## config.mk

```make
export PLATFORM = sky130hd
export DESIGN_NAME = control_lease_arbiter
export DESIGN_NICKNAME = d
export VERILOG_FILES = /design/src/hw/rtl/cla_pkg.sv /design/src/hw/rtl/cla_csr.sv /design/src/hw/rtl/cla_core.sv /design/src/hw/rtl/control_lease_arbiter.sv
export SDC_FILE = /design/constraint.sdc
export NUM_CORES = 2
export LEC_CHECK = 0
export ABC_CLOCK_PERIOD_IN_PS = 14400
export BUFFER_PORTS_ARGS = -buffer_cell sky130_fd_sc_hd__buf_4
export CORE_MARGIN = 3
export CORE_UTILIZATION = 54
export CTS_CLUSTER_DIAMETER = 150
export DETAILED_ROUTE_END_ITERATION = 8
export GPL_TIMING_DRIVEN = 0
export MAX_ROUTING_LAYER = met4
export PLACE_DENSITY = 0.76
export SYNTH_ARGS = -nofsm -noshare
export SYNTH_HDL_FRONTEND = slang
export SYNTH_SLANG_ARGS = --single-unit
```

## constraint.sdc

```tcl
create_clock -name clock -period 14.4 [get_ports clock]
set_input_delay 1.44 -clock clock [delete_from_list [all_inputs] [get_ports clock]]
set_output_delay 1.44 -clock clock [all_outputs]
set_load 0.03 [all_outputs]
```

## src/hw/rtl/cla_pkg.sv

```systemverilog
// Shared types, codes and helpers for the control lease arbiter.
// No dependencies; every other file in hw/rtl imports this package.
`default_nettype none

package cla_pkg;

   localparam int unsigned TIMEOUT_W = 20;
   localparam int unsigned CONN_W    = 64;
   localparam int unsigned TAG_W     = 32;
   localparam int unsigned CTR_W     = 32;
   localparam int unsigned EPOCH_W   = 32;
   localparam int unsigned TIME_W    = 64;
   localparam int unsigned SESS_W    = 64;

   localparam logic [CTR_W-1:0] SERIAL_HALF = 32'h8000_0000;

   typedef enum logic [2:0] {
      CMD_REQUEST    = 3'd0,
      CMD_RELEASE    = 3'd1,
      CMD_HEARTBEAT  = 3'd2,
      CMD_TICK       = 3'd3,
      CMD_DISCONNECT = 3'd4
   } cmd_type;

   typedef enum logic [2:0] {
      ST_ACCEPTED       = 3'd0,
      ST_ALREADY        = 3'd1,
      ST_DENIED_HELD    = 3'd2,
      ST_DENIED_PROFILE = 3'd3,
      ST_INVALID        = 3'd4,
      ST_REFUSED        = 3'd5
   } status_type;

   typedef enum logic [1:0] {
      LINK_OFFLINE = 2'd0,
      LINK_ONLINE  = 2'd1,
      LINK_STALE   = 2'd2
   } link_type;

   typedef enum logic [1:0] {
      KIND_OTHER   = 2'd0,
      KIND_CORE    = 2'd1,
      KIND_PANEL   = 2'd2,
      KIND_SERVICE = 2'd3
   } kind_type;

   typedef enum logic [1:0] {
      REG_TIMEOUT = 2'd0,
      REG_PROFILE = 2'd1,
      REG_SESSION = 2'd2
   } reg_index_type;

   typedef struct packed {
      logic [TIMEOUT_W-1:0] timeout_ms;
      logic                 profile;
      logic [SESS_W-1:0]    session;
   } cfg_type;

   typedef struct packed {
      logic [2:0]        command;
      logic [CONN_W-1:0] conn_id;
      logic [TAG_W-1:0]  machine_tag;
      logic [1:0]        client_kind;
      logic              prio_window;
      logic [SESS_W-1:0] beat_session;
      logic [CTR_W-1:0]  beat_counter;
      logic [TIME_W-1:0] now_ms;
   } item_type;

   typedef struct packed {
      status_type         status;
      logic [EPOCH_W-1:0] epoch;
      link_type           link;
      logic [TAG_W-1:0]   owner_tag;
      logic [CONN_W-1:0]  bound_connection;
   } result_type;

   // Standalone panel admits only local clients; core preferred admits core
   // always and local clients only after the core window closes.
   function automatic logic profile_allows(logic profile, logic [1:0] kind,
                                           logic window);
      logic is_local;
      is_local = (kind == KIND_PANEL) || (kind == KIND_SERVICE);
      if (profile) begin
         return is_local;
      end
      if (kind == KIND_CORE) begin
         return 1'b1;
      end
      return is_local && !window;
   endfunction

   // Skip zero on wrap: zero means never owned.
   function automatic logic [EPOCH_W-1:0] next_epoch(logic [EPOCH_W-1:0] cur);
      logic [EPOCH_W-1:0] sum;
      sum = cur + EPOCH_W'(1);
      return (sum == '0) ? EPOCH_W'(1) : sum;
   endfunction

endpackage

`default_nettype wire

```

## src/hw/rtl/cla_csr.sv

```systemverilog
// Configuration registers of the control lease arbiter.
// Depends on cla_pkg for the register index codes and the config bundle.
`default_nettype none

module cla_csr (
   input  wire logic                    clock,
   input  wire logic                    reset,
   input  wire logic                    csr_valid,
   output logic                         csr_ready,
   input  wire logic [1:0]              csr_index,
   input  wire logic [63:0]             csr_wdata,
   output cla_pkg::cfg_type             cfg
);
   import cla_pkg::*;

   logic [TIMEOUT_W-1:0] timeout_ff;
   logic                 profile_ff;
   logic [SESS_W-1:0]    session_ff;

   assign csr_ready = 1'b1;

   always_ff @(posedge clock) begin
      if (reset) begin
         timeout_ff <= TIMEOUT_W'(6000);
         profile_ff <= 1'b0;
         session_ff <= '0;
      end else if (csr_valid && csr_ready) begin
         unique case (reg_index_type'(csr_index))
            REG_TIMEOUT: timeout_ff <= csr_wdata[TIMEOUT_W-1:0];
            REG_PROFILE: profile_ff <= csr_wdata[0];
            REG_SESSION: session_ff <= csr_wdata[SESS_W-1:0];
            default: ;
         endcase
      end
   end

   assign cfg.timeout_ms = timeout_ff;
   assign cfg.profile    = profile_ff;
   assign cfg.session    = session_ff;

endmodule

`default_nettype wire

```

## src/hw/rtl/cla_core.sv

```systemverilog
// Lease state registers and the per-item decision logic.
// Depends on cla_pkg; result is combinational from the staged item and state.
`default_nettype none

module cla_core (
   input  wire logic                clock,
   input  wire logic                reset,
   input  wire logic                advance,
   input  wire cla_pkg::item_type   item,
   input  wire cla_pkg::cfg_type    cfg,
   output cla_pkg::result_type      result
);
   import cla_pkg::*;

   link_type           link_ff,    link_in;
   logic [TAG_W-1:0]   owner_ff,   owner_in;
   logic [1:0]         okind_ff,   okind_in;
   logic [CONN_W-1:0]  lease_ff,   lease_in;
   logic [CONN_W-1:0]  bconn_ff,   bconn_in;
   logic [CTR_W-1:0]   lctr_ff,    lctr_in;
   logic [TIME_W-1:0]  lbt_ff,     lbt_in;
   logic [EPOCH_W-1:0] epoch_ff,   epoch_in;
   status_type         status;

   logic               conn_zero;
   logic               tag_zero;
   logic               held;
   logic               held_by_tag;
   logic               takeover_ok;
   logic [CTR_W-1:0]   ctr_diff;
   logic               ctr_newer;
   logic [TIME_W-1:0]  age;
   logic               expired;

   always_comb begin
      conn_zero   = (item.conn_id == '0);
      tag_zero    = (item.machine_tag == '0);
      held        = (link_ff == LINK_ONLINE) && (owner_ff != '0);
      held_by_tag = !tag_zero && (owner_ff == item.machine_tag);
      takeover_ok = (item.client_kind == KIND_CORE) &&
                    ((okind_ff == KIND_PANEL) || (okind_ff == KIND_SERVICE));
      ctr_diff    = item.beat_counter - lctr_ff;
      ctr_newer   = (ctr_diff != '0) && (ctr_diff < SERIAL_HALF);
      age         = item.now_ms - lbt_ff;
      expired     = (owner_ff != '0) && (age >= TIME_W'(cfg.timeout_ms));

      link_in  = link_ff;
      owner_in = owner_ff;
      okind_in = okind_ff;
      lease_in = lease_ff;
      bconn_in = bconn_ff;
      lctr_in  = lctr_ff;
      lbt_in   = lbt_ff;
      epoch_in = epoch_ff;
      status   = ST_REFUSED;

      unique case (cmd_type'(item.command))
         CMD_REQUEST: begin
            if (conn_zero || tag_zero) begin
               status = ST_INVALID;
            end else if (!profile_allows(cfg.profile, item.client_kind,
                                         item.prio_window)) begin
               status = ST_DENIED_PROFILE;
            end else if (held && (owner_ff == item.machine_tag)) begin
               lease_in = item.conn_id;
               lbt_in   = item.now_ms;
               status   = ST_ALREADY;
            end else if (held && !takeover_ok) begin
               status = ST_DENIED_HELD;
            end else begin
               owner_in = item.machine_tag;
               okind_in = item.client_kind;
               lease_in = item.conn_id;
               bconn_in = item.conn_id;
               lctr_in  = '0;
               lbt_in   = item.now_ms;
               link_in  = LINK_ONLINE;
               epoch_in = next_epoch(epoch_ff);
               status   = ST_ACCEPTED;
            end
         end
         CMD_RELEASE: begin
            if (held_by_tag) begin
               owner_in = '0;
               okind_in = '0;
               lease_in = '0;
               bconn_in = '0;
               lctr_in  = '0;
               link_in  = LINK_OFFLINE;
               epoch_in = next_epoch(epoch_ff);
               status   = ST_ACCEPTED;
            end
         end
         CMD_HEARTBEAT: begin
            if (conn_zero || (item.beat_session != cfg.session)) begin
               status = ST_INVALID;
            end else if ((lease_ff != '0) && (lease_ff != item.conn_id) &&
                         (link_ff == LINK_ONLINE) && !held_by_tag) begin
               status = ST_REFUSED;
            end else if ((bconn_ff == item.conn_id) && (lctr_ff != '0) &&
                         !ctr_newer) begin
               // drop replayed counter
               status = ST_REFUSED;
            end else begin
               owner_in = item.machine_tag;
               okind_in = tag_zero ? 2'(KIND_OTHER) : item.client_kind;
               lease_in = item.conn_id;
               bconn_in = item.conn_id;
               lctr_in  = item.beat_counter;
               lbt_in   = item.now_ms;
               link_in  = LINK_ONLINE;
               status   = ST_ACCEPTED;
            end
         end
         CMD_TICK: begin
            if (expired) begin
               link_in  = LINK_STALE;
               lease_in = '0;
               owner_in = '0;
               okind_in = '0;
               epoch_in = next_epoch(epoch_ff);
               status   = ST_ACCEPTED;
            end
         end
         CMD_DISCONNECT: begin
            if (!conn_zero && ((lease_ff == item.conn_id) ||
                               (bconn_ff == item.conn_id))) begin
               lease_in = '0;
               bconn_in = '0;
               lctr_in  = '0;
               link_in  = LINK_OFFLINE;
               status   = ST_ACCEPTED;
            end
         end
         default: status = ST_REFUSED;
      endcase

      result.status           = status;
      result.epoch            = epoch_in;
      result.link             = link_in;
      result.owner_tag        = owner_in;
      result.bound_connection = lease_in;
   end

   always_ff @(posedge clock) begin
      if (reset) begin
         link_ff  <= LINK_OFFLINE;
         owner_ff <= '0;
         okind_ff <= '0;
         lease_ff <= '0;
         bconn_ff <= '0;
         lctr_ff  <= '0;
         lbt_ff   <= '0;
         epoch_ff <= '0;
      end else if (advance) begin
         link_ff  <= link_in;
         owner_ff <= owner_in;
         okind_ff <= okind_in;
         lease_ff <= lease_in;
         bconn_ff <= bconn_in;
         lctr_ff  <= lctr_in;
         lbt_ff   <= lbt_in;
         epoch_ff <= epoch_in;
      end
   end

   // State moves only when an item advances.
   a_hold_when_idle: assert property (@(posedge clock) disable iff (reset)
      !advance |=> $stable(epoch_ff) && $stable(owner_ff) &&
                   $stable(lease_ff) && $stable(link_ff))
      else $error("lease state changed without an item");

   // Once owned, the epoch never returns to zero.
   a_epoch_nonzero: assert property (@(posedge clock) disable iff (reset)
      epoch_ff != '0 |=> epoch_ff != '0)
      else $error("epoch wrapped to zero");

   // A rejected item leaves the lease untouched.
   a_reject_no_change: assert property (@(posedge clock) disable iff (reset)
      advance && (status != ST_ACCEPTED) && (status != ST_ALREADY) |=>
         $stable(epoch_ff) && $stable(owner_ff) && $stable(lease_ff) &&
         $stable(link_ff) && $stable(lctr_ff))
      else $error("rejected item modified lease state");

   // Reclaim by the holder rebinds without a new epoch.
   a_already_keeps_epoch: assert property (@(posedge clock) disable iff (reset)
      advance && (status == ST_ALREADY) |=> $stable(epoch_ff) &&
                                           $stable(owner_ff))
      else $error("reclaim changed epoch or owner");

endmodule

`default_nettype wire

```

## src/hw/rtl/control_lease_arbiter.sv

```systemverilog
// Top level of the control lease arbiter: input stage, result register.
// Depends on cla_pkg, cla_csr and cla_core.
//
//   Channel   Direction  Handshake            Payload
//   req_*     in         req_valid/req_stall  command, connection, tag, kind,
//                                             window, session, counter, time
//   rsp_*     out        rsp_valid/rsp_stall  status, epoch, link, owner, conn
//   csr_*     in         csr_valid/csr_ready  csr_index, csr_wdata
//
// One item per cycle sustained while rsp_stall is low; an accepted item sits
// in the input stage, and its result is registered onto rsp_* as it leaves.
// Lease state updates as the item leaves the input stage, so the following
// item sees it at once. Reset clears lease state and loads register defaults.
// A stalled result holds; the input stage still takes an item behind it.
`default_nettype none

module control_lease_arbiter (
   input  wire logic        clock,
   input  wire logic        reset,

   input  wire logic        req_valid,
   output logic             req_stall,
   input  wire logic [2:0]  req_command,
   input  wire logic [63:0] req_conn_id,
   input  wire logic [31:0] req_machine_tag,
   input  wire logic [1:0]  req_client_kind,
   input  wire logic        req_prio_window,
   input  wire logic [63:0] req_beat_session,
   input  wire logic [31:0] req_beat_counter,
   input  wire logic [63:0] req_now_ms,

   output logic             rsp_valid,
   input  wire logic        rsp_stall,
   output logic [2:0]       rsp_status,
   output logic [31:0]      rsp_epoch,
   output logic [1:0]       rsp_link_state,
   output logic [31:0]      rsp_owner_tag,
   output logic [63:0]      rsp_bound_connection,

   input  wire logic        csr_valid,
   output logic             csr_ready,
   input  wire logic [1:0]  csr_index,
   input  wire logic [63:0] csr_wdata
);
   import cla_pkg::*;

   cfg_type    cfg;
   item_type   item_ff,  item_in;
   logic       stage_valid_ff;
   result_type core_result;
   result_type rsp_ff;
   logic       rsp_valid_ff;
   logic       out_ready;
   logic       advance;
   logic       req_take;

   cla_csr u_csr (
      .clock     (clock),
      .reset     (reset),
      .csr_valid (csr_valid),
      .csr_ready (csr_ready),
      .csr_index (csr_index),
      .csr_wdata (csr_wdata),
      .cfg       (cfg)
   );

   cla_core u_core (
      .clock   (clock),
      .reset   (reset),
      .advance (advance),
      .item    (item_ff),
      .cfg     (cfg),
      .result  (core_result)
   );

   assign out_ready = !rsp_valid_ff || !rsp_stall;
   assign advance   = stage_valid_ff && out_ready;
   assign req_stall = stage_valid_ff && !out_ready;
   assign req_take  = req_valid && !req_stall;

   always_comb begin
      item_in.command      = req_command;
      item_in.conn_id      = req_conn_id;
      item_in.machine_tag  = req_machine_tag;
      item_in.client_kind  = req_client_kind;
      item_in.prio_window  = req_prio_window;
      item_in.beat_session = req_beat_session;
      item_in.beat_counter = req_beat_counter;
      item_in.now_ms       = req_now_ms;
   end

   always_ff @(posedge clock) begin
      if (reset) begin
         stage_valid_ff <= 1'b0;
      end else if (req_take) begin
         stage_valid_ff <= 1'b1;
      end else if (advance) begin
         stage_valid_ff <= 1'b0;
      end
   end

   always_ff @(posedge clock) begin
      if (req_take) begin
         item_ff <= item_in;
      end
   end

   always_ff @(posedge clock) begin
      if (reset) begin
         rsp_valid_ff <= 1'b0;
      end else if (advance) begin
         rsp_valid_ff <= 1'b1;
      end else if (!rsp_stall) begin
         rsp_valid_ff <= 1'b0;
      end
   end

   always_ff @(posedge clock) begin
      if (advance) begin
         rsp_ff <= core_result;
      end
   end

   assign rsp_valid            = rsp_valid_ff;
   assign rsp_status           = rsp_ff.status;
   assign rsp_epoch            = rsp_ff.epoch;
   assign rsp_link_state       = rsp_ff.link;
   assign rsp_owner_tag        = rsp_ff.owner_tag;
   assign rsp_bound_connection = rsp_ff.bound_connection;

endmodule

`default_nettype wire
```

==> run metrics <==
Crit path arrival time=7840 ps; via count=35730; initial antenna violation count=11; root buf cell=clkbuf_16; CTS Sinks=773; Max Clock Freq=135.4 MHz; drt first pass iters=6; peak supply drop=121.3 uV; Worst R2R Path Depth=26; TritonCTS clock tree=done; Hold Buf Count CTS=0; CP top delay family=compound AO/OA/AOI/OAI gates; Slowest cell on crit path=or4_1; setup TNS=0 ps; largest net degree at the start of global routing=56; 1st-iter DRT viols=3974; Min-Delay Path Class=flop to flop; Hold Violations, Final=0; CP max FO=10; share of the synthesized area in the top cell type=29.26%; vias in the first global route=33640; Layout Nets=5263; Worst EP required=14850 ps; outcome=finished clean; Hold WS=454.3 ps; worst hold stages=2; height of the chip=280.0 microns; synthesized flop and latch total=773; DRT Wirelength=134700 microns; die width=280.0 microns; Pleak=0.01827 uW; unrepaired setup endpoints after global routing=no; sum of buffers and inverters on the critical path=4; Post-synth EDFFs=395; most frequent cell after synthesis=nand2_1; Max clock buf depth=3; drt drc=0; Antenna Nets Post-Route=0; share of layout cells above drive strength 1=14.83%; Synthesized Nets=4700; Slew @ Worst Pin=1271 ps; P&R area growth vs syn=19.50%; GRT busiest layer=met2; period utilization=51.28%; sequential area share after synthesis=47.93%; starting density of the core=55.00%; Max Cap Viol=0; Power per Cell Area=112.7 nW/um^2; Worst Setup Path Type=flop to flop; RR Startpoint=item_ff[0]; Most used DFF post-synth=edfxtp_1; combinational power share=13.5%; yosys warns=0; Avg Cell Area, Syn=9.538 sq um; r2r setup slk=7010 ps; total global-route track usage=34.17%; Core Box Area=73700 sq um; residual overflow from global routing=0; sequential share of power=45.3%; Reg2Reg Capture Point=rsp_epoch[26]; Slew Limit Headroom=14.96%; first-pass GRT wire length=201900 microns; PortBufs=467; H-tree levels=3; largest stage delay on the critical path=620 ps; Synth area leader=edfxtp_1; GRT met3 Usage=6.307%; hold worst-path end=u_csr.timeout_ff[2]; Final Max Tran Viols=0; Sw Pwr=1458 uW; ranking of synthesized cells by area=edfxtp_1, dfxtp_1, nand2_1; CTS resizes=0; GR Layer Usage met1=45.42%; HPWL Detailed=103800 microns; clock share of power=41.3%; Final Critical Period=7385 ps; vias per cell=6.103; Gate Count Post-Synth=4250; placer congestion estimate=0.9936; met2 usage=53.28%; clk_skew=39.59 ps; post-CTS setup buffers=0; final setup violation count=0; Commonest cells post-synth=nand2_1, edfxtp_1, dfxtp_1; I/O pin count=469; switch share=26.69%; synthesized area=40540 sq um; WL per Instance=23.01 microns; min-delay src=u_csr.timeout_ff[2]; crit path capture type=flop; Worst-Skew Late Latency=650 ps; row cnt=99; Synth cell types=86; clk slew on worst S/H paths=60 ps; die area=78390 sq um; P_int=4004 uW; CTS buffer count=82; Synth async-reset ratio=0%; Critical Path Source Type=flop
==> worst min-delay path, stage by stage, from the launching register on <==
cell	delay [ps]
dfxtp_1	310
nand2_1	50
a21oi_1	50
==> per-stage QoR <==
step	worst slack, ps	instance area [sq um]	std cells	power (uW)	utilization, %
after floorplan	289.8	40540	4250	2949	-
after global placement	-5330	45240	5676	3246	61.39
after detailed placement	7202	45500	5688	3234	61.74
after CTS	7178	48410	5842	5468	65.69
after global routing	6708	48440	5853	5633	65.72
final	7015	48440	5854	5462	65.73
==> worst max-delay path by stage <==
stage | slack, ps | depth (start not counted) | endpoint | from
finish | 7010 | 26 | rsp_epoch[26] | item_ff[0]
global placement | -5330 | 3 | item_ff[26] | rsp_stall
floorplan | 290 | 2 | item_ff[0] | rsp_stall
detailed placement | 7200 | 26 | rsp_epoch[26] | item_ff[0]
CTS | 7180 | 26 | rsp_epoch[26] | item_ff[0]
global route | 6710 | 26 | rsp_epoch[26] | item_ff[0]
==> power groups by stage <==
stage | clock [uW] | combinational, uW | sequential, uW
after global routing | 2370 | 789 | 2480
final | 2250 | 736 | 2470
after floorplan | 0 | 404 | 2550
after detailed placement | 0 | 717 | 2520
after CTS | 2280 | 722 | 2470
after global placement | 0 | 703 | 2540
==> layout make-up <==
| type | instances | area (sq um) |
|---|---|---|
| flip-flops and latches | 773 | 19430 |
| clock inverters | 51 | 669.4 |
| inverters | 153 | 574.3 |
| multi-input cells | 3023 | 19290 |
| fillers | 5966 | 25260 |
| diodes | 12 | 30.03 |
| well taps | 959 | 1200 |
| repair buffers | 479 | 3744 |
| clock buffers | 103 | 2241 |
| plain buffers | 301 | 1266 |
==> layout by cell type (no fill, tap or decap), types with 35 or more instances in the layout <==
cell type  instances
nor3_1            78
nand4_1          117
o21ai_0          104
nor4_1           113
o21ba_2           35
xor2_1           144
o211ai_1          45
clkbuf_1         247
a22o_1           131
inv_1            153
edfxtp_1         395
a21oi_1          293
o31a_1            70
mux2i_1          107
ha_1             115
clkbuf_16         82
xnor2_1          175
nand2_1          490
dfxtp_1          378
nor2_1           298
nand3_1          158
o21ai_1           75
nand2b_1          88
buf_4            471
==> routing by layer <==
metal  part of all wire (%)  vias up
met2                     46     1794
met3                    9.1      260
met1                     41    17050
met4                    3.3        0
li1                       -    16620
met5                      0        -
==> state kept, by name, summed over array words and instances (netlist names) <==
name                  flops
u_core.link_ff            2
item_ff                 262
u_core.lease_ff          64
u_csr.session_ff         64
rsp_valid                 1
u_core.okind_ff           1
u_core.owner_ff          32
u_csr.profile_ff          1
u_core.bconn_ff          64
rsp_link_state            2
rsp_bound_connection     64
u_core.epoch_ff          32
u_core.lctr_ff           32
stage_valid_ff            1
rsp_status                3
rsp_owner_tag            32
rsp_epoch                32
u_core.lbt_ff            64
u_csr.timeout_ff         20
==> cells by family (layout without fill, tap and decap cells) <==
family                     count (synthesis)  in the layout  synth area share (%)
xor gates and xnor gates                 319            319                 6.892
muxes                                    111            111                 2.753
buffers and inverters                    454           1087                 4.531
DFF                                      773            773                 47.93
other                                      1             13              0.009251
adders and majority gates                117            117                 3.648
AOI/OAI and AO/OA                       1012           1012                 16.99
and+or+nand+nor                         1463           1463                 17.24
Note: power is estimated with default switching activity, not from simulation.
